[src/rtl/pcrps_pkg.sv]
`timescale 1ns / 1ps

package pcrps_pkg;

	// screen geometry
	localparam int SCREEN_WIDTH  = 640;
	localparam int SCREEN_HEIGHT = 480;

	// projection constants, all in mm or pixels
	localparam int CAM_DIST_MM  = 4200;
	localparam int NEAR_MM      = 500;
	localparam int FOCAL        = 620;
	localparam int Y_LIFT_MM    = 100;
	localparam int Y_OFFSET_PX  = 30;
	localparam int CENTER_X     = SCREEN_WIDTH / 2;
	localparam int CENTER_Y     = SCREEN_HEIGHT / 2 + Y_OFFSET_PX;

	// depth shade in q1.8: floor(n * 256 / 2600) as (n * ceil(2^32 / 2600)) >> 24
	localparam int SHADE_TOP_MM   = 5800;
	localparam int SHADE_CLAMP_MM = 2700;
	localparam int SHADE_RECIP    = 1651911;
	localparam int SHADE_MIN_Q8   = 90;
	localparam int SHADE_MAX_Q8   = 256;

	// body colour channel weights
	localparam int RED_K   = 255;
	localparam int GREEN_K = 150;
	localparam int BLUE_K  = 60;

	// work queue between front and back
	localparam int QDEPTH   = 8;
	localparam int QPTR_W   = $clog2(QDEPTH);
	localparam int CREDIT_W = QPTR_W + 1;

	// divider: 28 dividend bits, 7 quotient bits per pass
	localparam int DIV_W      = 28;
	localparam int DIV_BITS   = 7;
	localparam int DIV_PASSES = DIV_W / DIV_BITS;
	localparam int CZ_W       = 18;
	localparam int QUO_W      = 19;

	// configuration register indexes
	localparam logic CFG_COS = 1'b0;
	localparam logic CFG_SIN = 1'b1;

	// one projected vertex waiting for its divisions
	typedef struct packed {
		logic signed [DIV_W-1:0] num_x;
		logic signed [DIV_W-1:0] num_y;
		logic [CZ_W-1:0]         cz;
		logic [23:0]             bgr;
	} work_t;

endpackage

[src/rtl/pcrps_queue.sv]
`timescale 1ns / 1ps

module pcrps_queue (
	input  logic             clk,
	input  logic             arst_n,
	input  logic             push,
	input  pcrps_pkg::work_t push_data,
	input  logic             pop,
	output logic             head_valid,
	output pcrps_pkg::work_t head_data
);

	localparam int PW = pcrps_pkg::QPTR_W;
	localparam int DEPTH = pcrps_pkg::QDEPTH;

	pcrps_pkg::work_t mem_q [DEPTH];
	logic [PW-1:0] wr_q, rd_q;
	logic [PW:0] cnt_q;

	assign head_valid = (cnt_q != '0);
	assign head_data  = mem_q[rd_q];

	always_ff @(posedge clk or negedge arst_n) begin
		if (!arst_n) begin
			wr_q  <= '0;
			rd_q  <= '0;
			cnt_q <= '0;
		end else begin
			if (push) begin
				wr_q <= wr_q + 1'b1;
			end
			if (pop) begin
				rd_q <= rd_q + 1'b1;
			end
			cnt_q <= cnt_q + (PW+1)'(push) - (PW+1)'(pop);
		end
	end

	always_ff @(posedge clk) begin
		if (push) begin
			mem_q[wr_q] <= push_data;
		end
	end

`ifndef ASSERT_OFF
	a_no_overflow: assert property (@(posedge clk) disable iff (!arst_n)
		push && !pop |-> cnt_q < (PW+1)'(DEPTH))
		else $error("work queue overflow");

	a_no_underflow: assert property (@(posedge clk) disable iff (!arst_n)
		pop |-> cnt_q != '0)
		else $error("work queue underflow");
`endif

endmodule

[config.mk]
export PLATFORM = sky130hd
export DESIGN_NAME = pcrps_queue
export DESIGN_NICKNAME = d
export VERILOG_FILES = /design/src/rtl/pcrps_pkg.sv /design/src/rtl/pcrps_queue.sv
export SDC_FILE = /design/constraint.sdc
export NUM_CORES = 1
export LEC_CHECK = 0
export ABC_AREA = 1
export ABC_CLOCK_PERIOD_IN_PS = 5600
export BUFFER_PORTS_ARGS = -buffer_cell sky130_fd_sc_hd__buf_2
export CAP_MARGIN = 5
export CORE_ASPECT_RATIO = 0.6
export CORE_UTILIZATION = 45
export DETAILED_ROUTE_END_ITERATION = 7
export PLACE_DENSITY_LB_ADDON = 0.12
export SETUP_SLACK_MARGIN = 0.4
export SYNTH_ARGS = -nofsm -noshare
export SYNTH_HDL_FRONTEND = slang
export SYNTH_SLANG_ARGS = --single-unit
[constraint.sdc]
create_clock -name clk -period 5.6 [get_ports clk]
set_input_delay 1.68 -clock clk [delete_from_list [all_inputs] [get_ports clk]]
set_output_delay 1.68 -clock clk [all_outputs]
set_load 0.02 [all_outputs]
==> PnR_summary.wiki <==
{| class="wikitable"
! Metric !! Value
|-
| Max Slew Vio Count || 0
|-
| Net count reported at finish || about 3700
|-
| Number of instances resized during post-cts repair || 0
|-
| Sequence of cells on the critical path || buf_4 -> buf_4 -> nand2_1 -> nand3_1 -> nand2_1 -> nand2_1 -> nand2_1 -> buf_2
|-
| Pin count of the biggest net entering global routing || 158
|-
| Distinct cell type count after synthesis || 20
|-
| Number of global-route vias before repair || 20730
|-
| Violation count after the first detailed-routing iteration || 1775
|-
| Total track usage || 21.30%
|-
| Bufs and invs on worst path || 3
|-
| Start point of the worst hold path || wr_q[0]
|-
| Top-level port count || around 200
|-
| Final setup viols || 0
|-
| Slew Limit Headroom || 32.05%
|-
| Power share of the sequential group || 37.0%
|-
| Internal Power || 12.04 mW
|-
| Initial core utilization || 45.69%
|-
| Number of setup buffers added after CTS || 0
|-
| Hold Path Depth || 2
|-
| Worst slew pin tran || 1.019 ns
|-
| Setup WS pre-CTS || 1.394 ns
|-
| CTS hold repair buffers || 0
|-
| Kind of critical path || reg -> out
|-
| Max Buffers Root-to-Sink || 3
|-
| Sequential area share after synthesis || 68.67%
|-
| Worst EP arrival || 3.16 ns
|-
| Average wire length per cell after detail routing || between 15 and 20 µm
|-
| Insertion delay of the later-clocked pin in the worst-skew pair || about 0.63 ns
|-
| Net switching fraction of the power || between 30% and 40%
|-
| Clock transition at the registers of the reported paths || 0.06 ns
|-
| Hold Fails Final Rpt || 0
|-
| Worst path most repeated cell || nand2_1
|-
| Count of unresolved DRC violations after routing || 0
|-
| Total die area || 78150 µm²
|-
| Area occupied by multi-input gates || 7062 µm²
|-
| Signed area change from the synthesized netlist to the final layout || 12.41%
|-
| Total clock sinks || 794
|-
| Final non-filler cell area || 38950 µm²
|-
| Sequential cell area in the final layout || 23800 µm²
|-
| Summed instance area of the synthesized netlist || 34650 µm²
|-
| Combinational share of power || 37.5%
|-
| Setup repair after global routing missed its margin || no
|-
| Floorplan Core Area || roughly 76000 µm²
|-
| Class of the tightest hold or removal check || reg -> reg
|-
| Leakage Power || 18.02 nW
|-
| FP Rows || 78
|-
| Wire length of the first global-routing pass || 127.0 mm
|-
| Cells after Synth || approximately 3500
|-
| Die extent in y || 216.9 µm
|-
| Critical path capture point type || output port
|-
| Total power divided by cell area || 509.0 nW/µm²
|-
| Worst-path cell with the longest stage delay || buf_4
|-
| Maximum fanout encountered on the critical timing path || 72
|-
| Reg2reg path depth || 3
|-
| Final critical-path setup slack || 0.7613 ns
|-
| Cell area after placement || 36570 µm²
|-
| Fillers || 6830
|-
| TritonCTS clock tree || built
|-
| Peak ir drop on the vdd network || 0.5657 mV
|-
| Worst reg2reg path endpoint || mem_q[7][23]
|-
| Warnings, synthesis || 0
|-
| Result of the run || complete, no violations
|-
| Total gr overflow || 0
|-
| DRT antenna net count || 0
|-
| Pre-antenna DRT Iters || 5
|-
| R2r setup slk || 3.43 ns
|-
| Critical R2R Launch || wr_q[0]
|-
| Worst clock skew on the final layout || 0.01502 ns
|-
| Required time at the endpoint of the critical path || 3.92 ns
|-
| Net count after synthesis || 3561
|-
| Final period demand of the worst path || roughly 4.8 ns
|-
| Clock power share || 25.4%
|-
| # Max-Cap Violations || 0
|-
| Number of buffer cells added on primary ports || 200
|-
| Horizontal die dimension || 360.2 µm
|-
| Period utilisation layout || 86.40%
|-
| Antenna violations before repair || 4
|-
| Last weighted congestion value of the routability-driven placer || around 0.76
|-
| Cell at the root of the clock tree || clkbuf_16
|-
| Vias per cell || 4.686
|-
| Proportion of layout cells with a drive suffix above 1 || 9.657%
|-
| Maximum clock frequency || 206.7 MHz
|-
| Final total power || 19.82 mW
|-
| Via Count || 21930
|-
| CP delay by family, top || buffers and inverters
|-
| Max stage delay on crit path || 0.77 ns
|-
| NetSw || 7.778 mW
|-
| Hold-critical path endpoint || wr_q[0]
|-
| Post-synthesis average cell area || approximately 10 µm²
|-
| Number of CTS-inserted buffers || 77
|-
| DPL Wire Length || roughly 42 mm
|-
| H-tree depth reported by CTS || 3
|-
| Synth Register Bits || 794
|-
| DRT Wirelength || 82.41 mm
|-
| Startpoint Class || flip-flop
|}
==> power groups by stage <==
stage	clock network, mW	logic (mW)	registers, mW
after global placement	0	7.55	7.46
after detailed placement	0	7.54	7.47
final	5.04	7.44	7.34
after CTS	5.17	7.57	7.35
after global routing	5.40	8.29	7.39
after floorplan	0	5.14	7.50
==> state kept, by name (all words and copies together), names as in the netlist <==
signal	flops
mem_q	784
cnt_q	4
wr_q	3
rd_q	3
==> layer usage <==
layer  track usage [%]  up-vias  routed length (µm)
met5                 0        -                  23
met4             4.972        4                1304
met3             3.359       96                4522
met2             32.68      515               36750
met1             31.81    10270               39820
li1                  -    11040                   -
==> kinds of logic after synthesis <==
group | share of synthesized area, %
buf+inv | 11.12
simple gates | 19.73
xor+xnor | 0.1264
flops | 68.67
fa+ha+maj | 0.3105
compound gates | 0.04332
==> cells in the mapped netlist <==
master,count,area [µm²]
ha_1,7,87.58
o21ai_0,2,10.01
nand3_1,394,1972
xor2_1,4,35.03
buf_2,88,440.4
buf_4,28,210.2
dfrtp_1,10,250.2
xnor2_1,1,8.760
inv_1,798,2995
fa_1,1,20.02
inv_2,1,3.750
nand2_1,1286,4827
inv_4,2,12.51
buf_6,8,90.09
or2_2,1,6.260
clkbuf_1,15,56.30
edfxtp_1,784,23540
a21oi_1,1,5.000
nor2_1,8,30.03
buf_1,12,45.04
==> cells in the final DEF (no fill, tap or decap), types with 8 or more instances in the layout <==
| cell type | Yosys | routed |
|---|---|---|
| buf_12 | 0 | 11 |
| buf_4 | 28 | 26 |
| inv_1 | 798 | 798 |
| nand2_1 | 1286 | 1286 |
| clkinv_2 | 0 | 13 |
| clkbuf_1 | 15 | 20 |
| edfxtp_1 | 784 | 784 |
| clkinv_1 | 0 | 16 |
| nor2_4 | 0 | 8 |
| clkbuf_16 | 0 | 77 |
| buf_2 | 88 | 200 |
| nand3_1 | 394 | 394 |
==> per-stage QoR <==
| step | hold slack [ns] | util (%) | instances | TNS [ns] |
|---|---|---|---|---|
| finish | 0.5610 | 51.36 | 4680 | 0 |
| detailed placement | 0.5409 | 48.22 | 4537 | 0 |
| floorplan | 0.4896 | - | 3451 | -417.85 |
| global route | 0.6051 | 51.35 | 4677 | 0 |
| global placement | 0.5179 | 48.22 | 4537 | 0 |
| CTS | 0.5582 | 51.35 | 4676 | 0 |
==> cell type report <==
cell class	count	area share, %
multi-input combinational	1705	18.13
timing repair buffer	237	3.636
tap	1000	3.212
antenna	4	0.02570
inverter	801	7.784
clock buffer	98	5.175
sequential	794	61.12
clock inverter	41	0.9188
==> worst max-delay path by stage <==
stage	from	end	slack, ns	cells past startpoint
2_1_floorplan	push	mem_q[0][0]	-1.07	3
3_3_place_gp	rd_q[0]	head_data[49]	1.40	8
3_5_place_dp	rd_q[0]	head_data[76]	1.39	8
4_1_cts	rd_q[0]	head_data[76]	0.70	8
5_1_grt	rd_q[0]	head_data[76]	0.51	8
6_report	rd_q[0]	head_data[76]	0.76	8
==> worst min-delay path, delay by kind of cell (launching register included) <==
family	cells	cell delay (ns)
DFF	1	0.40
and+or+nand+nor	2	0.13
No activity file was read; power rests on OpenSTA's default activity.
