--- config.mk ---
export PLATFORM = sky130hd
export DESIGN_NAME = pcrps_front
export DESIGN_NICKNAME = d
export VERILOG_FILES = /design/src/rtl/pcrps_pkg.sv /design/src/rtl/pcrps_front.sv
export SDC_FILE = /design/constraint.sdc
export NUM_CORES = 2
export LEC_CHECK = 0
export ABC_CLOCK_PERIOD_IN_PS = 8500
export BUFFER_PORTS_ARGS = -buffer_cell sky130_fd_sc_hd__buf_2
export CORE_MARGIN = 8
export CORE_UTILIZATION = 55
export CTS_CLUSTER_DIAMETER = 80
export DETAILED_ROUTE_END_ITERATION = 8
export PLACE_DENSITY = 0.72
export SLEW_MARGIN = 10
export SYNTH_ARGS = -nofsm -noshare
export SYNTH_HDL_FRONTEND = slang
export SYNTH_SLANG_ARGS = --single-unit
--- constraint.sdc ---
create_clock -name clk -period 8.5 [get_ports clk]
set_input_delay 2.125 -clock clk [delete_from_list [all_inputs] [get_ports clk]]
set_output_delay 2.125 -clock clk [all_outputs]
set_load 0.005 [all_outputs]
--- src/rtl/pcrps_pkg.sv ---
`timescale 1ns / 1ps

package pcrps_pkg;

	// screen geometry
	localparam int SCREEN_WIDTH  = 640;
	localparam int SCREEN_HEIGHT = 480;

	// projection constants, all in mm or pixels
	localparam int CAM_DIST_MM  = 4200;
	localparam int NEAR_MM      = 500;
	localparam int FOCAL        = 620;
	localparam int Y_LIFT_MM    = 100;
	localparam int Y_OFFSET_PX  = 30;
	localparam int CENTER_X     = SCREEN_WIDTH / 2;
	localparam int CENTER_Y     = SCREEN_HEIGHT / 2 + Y_OFFSET_PX;

	// depth shade in q1.8: floor(n * 256 / 2600) as (n * ceil(2^32 / 2600)) >> 24
	localparam int SHADE_TOP_MM   = 5800;
	localparam int SHADE_CLAMP_MM = 2700;
	localparam int SHADE_RECIP    = 1651911;
	localparam int SHADE_MIN_Q8   = 90;
	localparam int SHADE_MAX_Q8   = 256;

	// body colour channel weights
	localparam int RED_K   = 255;
	localparam int GREEN_K = 150;
	localparam int BLUE_K  = 60;

	// work queue between front and back
	localparam int QDEPTH   = 8;
	localparam int QPTR_W   = $clog2(QDEPTH);
	localparam int CREDIT_W = QPTR_W + 1;

	// divider: 28 dividend bits, 7 quotient bits per pass
	localparam int DIV_W      = 28;
	localparam int DIV_BITS   = 7;
	localparam int DIV_PASSES = DIV_W / DIV_BITS;
	localparam int CZ_W       = 18;
	localparam int QUO_W      = 19;

	// configuration register indexes
	localparam logic CFG_COS = 1'b0;
	localparam logic CFG_SIN = 1'b1;

	// one projected vertex waiting for its divisions
	typedef struct packed {
		logic signed [DIV_W-1:0] num_x;
		logic signed [DIV_W-1:0] num_y;
		logic [CZ_W-1:0]         cz;
		logic [23:0]             bgr;
	} work_t;

endpackage

--- src/rtl/pcrps_front.sv ---
`timescale 1ns / 1ps

module pcrps_front (
	input  logic                clk,
	input  logic                arst_n,
	input  logic                start,
	output logic                busy,
	input  logic signed [15:0]  x_mm,
	input  logic signed [15:0]  y_mm,
	input  logic signed [15:0]  z_mm,
	input  logic signed [15:0]  rot_cos,
	input  logic signed [15:0]  rot_sin,
	input  logic                credit_ret,
	output logic                push,
	output pcrps_pkg::work_t    push_data
);

	localparam int CW = pcrps_pkg::CREDIT_W;
	localparam int DW = pcrps_pkg::DIV_W;

	logic accept;
	logic [CW-1:0] credit_q;
	logic v_s1, v_s2, v_s3, v_s4;

	logic signed [15:0] x_s1, y_s1, z_s1;
	logic signed [31:0] xc_s2, zs_s2, xs_s2, zc_s2;
	logic signed [15:0] y_s2;
	logic signed [18:0] rx_s3;
	logic signed [19:0] cz_s3;
	logic signed [16:0] yl_s3;
	logic signed [DW-1:0] numx_s4, numy_s4;
	logic [32:0] shade_s4;
	logic [17:0] cz_s4;
	logic near_s4;

	logic signed [32:0] sum_x, sum_z;
	logic signed [18:0] rz_c;
	logic signed [20:0] n_c;
	logic [11:0] nn_c;
	logic [8:0] q_c, d_c;
	logic [16:0] r_p, g_p, b_p;
	logic drop;

	assign accept = start && !busy;
	assign busy = (credit_q == '0);

	// rotation sums, exact, then arithmetic shift by 14
	assign sum_x = 33'(xc_s2) - 33'(zs_s2);
	assign sum_z = 33'(xs_s2) + 33'(zc_s2);
	assign rz_c = sum_z[32:14];

	// depth shade numerator, clamped so the q1.8 value saturates above 1
	always_comb begin
		n_c = 21'(pcrps_pkg::SHADE_TOP_MM) - 21'(cz_s3);
		if (n_c <= 21'sd0) begin
			nn_c = '0;
		end else if (n_c > 21'(pcrps_pkg::SHADE_CLAMP_MM)) begin
			nn_c = 12'(pcrps_pkg::SHADE_CLAMP_MM);
		end else begin
			nn_c = n_c[11:0];
		end
	end

	always_comb begin
		q_c = shade_s4[32:24];
		if (q_c < 9'(pcrps_pkg::SHADE_MIN_Q8)) begin
			d_c = 9'(pcrps_pkg::SHADE_MIN_Q8);
		end else if (q_c > 9'(pcrps_pkg::SHADE_MAX_Q8)) begin
			d_c = 9'(pcrps_pkg::SHADE_MAX_Q8);
		end else begin
			d_c = q_c;
		end
		r_p = 17'(d_c) * 17'(pcrps_pkg::RED_K);
		g_p = 17'(d_c) * 17'(pcrps_pkg::GREEN_K);
		b_p = 17'(d_c) * 17'(pcrps_pkg::BLUE_K);
	end

	assign push = v_s4 && !near_s4;
	assign drop = v_s4 && near_s4;
	assign push_data.num_x = numx_s4;
	assign push_data.num_y = numy_s4;
	assign push_data.cz    = cz_s4;
	assign push_data.bgr   = {b_p[15:8], g_p[15:8], r_p[15:8]};

	always_ff @(posedge clk or negedge arst_n) begin
		if (!arst_n) begin
			credit_q <= CW'(pcrps_pkg::QDEPTH);
			v_s1 <= 1'b0;
			v_s2 <= 1'b0;
			v_s3 <= 1'b0;
			v_s4 <= 1'b0;
		end else begin
			credit_q <= credit_q + CW'(credit_ret) + CW'(drop) - CW'(accept);
			v_s1 <= accept;
			v_s2 <= v_s1;
			v_s3 <= v_s2;
			v_s4 <= v_s3;
		end
	end

	always_ff @(posedge clk) begin
		if (accept) begin
			x_s1 <= x_mm;
			y_s1 <= y_mm;
			z_s1 <= z_mm;
		end
		xc_s2 <= 32'(x_s1) * 32'(rot_cos);
		zs_s2 <= 32'(z_s1) * 32'(rot_sin);
		xs_s2 <= 32'(x_s1) * 32'(rot_sin);
		zc_s2 <= 32'(z_s1) * 32'(rot_cos);
		y_s2  <= y_s1;
		rx_s3 <= sum_x[32:14];
		cz_s3 <= 20'(rz_c) + 20'(pcrps_pkg::CAM_DIST_MM);
		yl_s3 <= 17'(y_s2) + 17'(pcrps_pkg::Y_LIFT_MM);
		numx_s4  <= DW'(rx_s3) * DW'(pcrps_pkg::FOCAL);
		numy_s4  <= DW'(yl_s3) * DW'(pcrps_pkg::FOCAL);
		shade_s4 <= 33'(nn_c) * 33'(pcrps_pkg::SHADE_RECIP);
		cz_s4    <= cz_s3[17:0];
		near_s4  <= (cz_s3 < 20'(pcrps_pkg::NEAR_MM));
	end

endmodule

==> flow_summary.json <==
{
  "first_pass_iters": 6,
  "finClkSkew_ns": 0.0438,
  "status": "finished, final reports clean",
  "cts_made_buffers": 44,
  "fillers": 9453,
  "finalCriticalPeriod_ns": 8.07,
  "avgSynthCellArea_um2": 9.58,
  "syn_inst": 6478,
  "synth_seq_cells": 336,
  "synth_edf_count": 48,
  "worst_ep_arrival_time_ns": 5.95,
  "synthAdderAreaFrac_pct": 54.9,
  "antenna_found_initial": 17,
  "hpwl_um": 125000,
  "drt_wl_total_um": 150000,
  "synth-compound-area-share_pct": 6.26,
  "cts_tree": "built",
  "synth-simple-area-share_pct": 12.7,
  "cp.required_ns": 6.38,
  "antenna_left": 0,
  "regArea_um2": 7250,
  "root_buffer": "clkbuf_16",
  "synth_top_family_by_area": "adder cells",
  "clk_pin_slew_ns": 0.06,
  "seq_area_frac_synth_pct": 11.7,
  "synth-xor-area-share_pct": 3.88,
  "io_pins": 184,
  "finalSetupTns_ns": 0,
  "rsz0062_at_grt": "no",
  "worstHoldPathType": "flop to flop",
  "dieHeight_um": 352,
  "grt_max_degree": 51,
  "dieArea_um2": 124000,
  "clock_latency_ns": 0.63,
  "nNetsFinal": 8710,
  "fp.dieW_um": 352,
  "htree_levels": 2,
  "period_share_pct": 95.0,
  "syn2layout_area_growth_pct": 8.01,
  "row_count": 123,
  "route.detailed.wl_per_inst_um": 18.2,
  "cp_max_fo": 7,
  "drc": 0,
  "routed_via_density": 5.32,
  "track_usage_pct": 24.7,
  "synth_area_um2": 62100,
  "final_max_slew_viol_count": 0,
  "critPathLaunchType": "flop",
  "synthMuxAreaShare_pct": 0.105,
  "cap_viol_max_count": 0,
  "postCtsHoldBufs": 0,
  "relSlewSlack_pct": 13.2,
  "layout-drive-gt1-share_pct": 7.23,
  "setup.worst_path.class": "flop to output pin",
  "finalHoldViolCount": 0,
  "clkSinkCount": 336,
  "vias": 43700,
  "setup_viol": 0,
  "initial_core_util_pct": 55.3,
  "worstMarginPinSlew_ns": 1.30,
  "grt_first_pass_wirelength_um": 249000,
  "ys_async_sr_fraction_pct": 2.38,
  "grt_overflow": 0,
  "io_buffers": 178,
  "synth-warning-count": 0,
  "grt_pass1_vias": 48500,
  "max_freq_ghz": 0.124,
  "ys_types": 101,
  "synth-main-ff-cell": "dfxtp_1",
  "cts_buffer_depth": 3,
  "drt_iter0_drc": 2369,
  "end_kind": "output pin",
  "multi_input_area_um2": 48400,
  "gp_congestion": 0.933,
  "core_area_um2": 112000
}
==> flip-flops by register name, indices dropped and copies added (netlist names), 17 cells and up <==
register / count
numx_s4: 26
xs_s2: 32
cz_s3: 20
zs_s2: 32
yl_s3: 17
numy_s4: 26
rx_s3: 19
xc_s2: 32
zc_s2: 32
cz_s4: 18
==> worst max-delay path, cell delays in order (launching register included) <==
cell,delay [ns]
dfxtp_1,0.33
nor2_1,0.14
o21bai_1,0.10
a211oi_2,0.28
nand3b_1,0.23
clkinvlp_4,0.22
fa_1,0.50
inv_1,0.15
fa_1,0.44
fa_1,0.52
fa_1,0.50
inv_1,0.04
ha_1,0.26
o21a_1,0.11
o21ai_1,0.20
a21boi_1,0.14
o21ai_1,0.18
a21oi_1,0.13
and4_1,0.23
a2111oi_2,0.36
xnor2_1,0.15
buf_2,0.13
==> stage by stage <==
| stage | area, um2 | hold WS (ns) | std cells | util [%] | worst slack (ns) |
|---|---|---|---|---|---|
| after CTS | 66900 | 0.326 | 8188 | 59.6 | 0.0733 |
| after global placement | 65300 | 0.310 | 8105 | 58.2 | 0.105 |
| after floorplan | 62100 | 0.310 | 6482 | - | 0.507 |
| after global routing | 67000 | 0.330 | 8204 | 59.7 | 0.00741 |
| final | 67000 | 0.324 | 8211 | 59.7 | 0.426 |
| after detailed placement | 65300 | 0.312 | 8105 | 58.2 | 0.00932 |
==> routing by layer <==
layer / vias to the layer above / wire [um] / track usage [%]
met3: 347 / 9790 / 3.65
met2: 1369 / 72900 / 42.4
met4: 2 / 6880 / 10.3
met1: 22000 / 60000 / 31.2
li1: 20000 / - / -
met5: - / 13 / 0
==> final timing paths <==
path | startpoint | to | slack [ns] | depth (start not counted)
min in group asynchronous | arst_n | v_s2 | 1.36 | 1
min reg2reg | y_s2[0] | yl_s3[0] | 0.32 | 0
max reg2reg | cz_s3[0] | shade_s4[32] | 0.88 | 32
max in group asynchronous | arst_n | credit_q[3] | 6.88 | 1
max | shade_s4[25] | push_data[7] | 0.43 | 21
min | y_s2[0] | yl_s3[0] | 0.32 | 0
==> cell type report <==
| class | instances | area share (%) |
|---|---|---|
| multi-input cells | 4420 | 72.1 |
| flip-flops and latches | 336 | 10.8 |
| inverters | 1511 | 8.47 |
| repair buffers | 347 | 3.33 |
| well taps | 1500 | 2.80 |
| clock buffers | 57 | 1.87 |
| clock inverters | 25 | 0.519 |
| diodes | 15 | 0.0560 |
==> cell usage after synthesis, types with 28 or more instances <==
cell type / instances / area [um2]
nand3_1: 56 / 280
xnor2_1: 192 / 1680
ha_1: 705 / 8820
inv_1: 1511 / 5670
a21oi_1: 181 / 906
o21a_1: 28 / 210
and2_1: 416 / 2600
nor2_1: 149 / 559
nor3_1: 44 / 220
xor2_1: 81 / 709
fa_1: 1261 / 25200
o21ai_0: 99 / 495
dfxtp_1: 280 / 5610
nand2b_1: 92 / 576
edfxtp_1: 48 / 1440
nor2b_1: 34 / 213
a21o_1: 77 / 578
nand2_1: 675 / 2530
clkbuf_1: 205 / 769
==> layout by cell type (no fill, tap or decap), types with 44 or more instances in the layout <==
| master | n |
|---|---|
| inv_1 | 1509 |
| fa_1 | 1260 |
| ha_1 | 705 |
| nand2_1 | 675 |
| and2_1 | 416 |
| dfxtp_1 | 279 |
| xnor2_1 | 192 |
| a21oi_1 | 181 |
| buf_2 | 178 |
| buf_4 | 163 |
| nor2_1 | 149 |
| o21ai_0 | 97 |
| nand2b_1 | 92 |
| xor2_1 | 81 |
| a21o_1 | 77 |
| nand3_1 | 56 |
| clkbuf_16 | 48 |
| edfxtp_1 | 48 |
| nor3_1 | 44 |
==> kinds of logic after synthesis <==
group / after synthesis
AO/OA/AOI/OAI: 579
XOR/XNOR: 274
adder cells (fa/ha/maj): 1966
buffers and inverters: 1726
flip-flops: 336
multiplexers: 6
other: 1
AND/OR/NAND/NOR: 1590
==> repair_timing <==
item | in CTS | in global routing
buffers inserted | 1 | 8
endpoints found under the setup margin | 2 | 1
resized for setup | 5 | 6
pin swaps | 1 | 1
endpoints found under the hold margin | 0 | 0
Power is left out: the tool's default activity adds up to more than one toggle a clock period on the data nets, which glitch-free logic cannot reach.
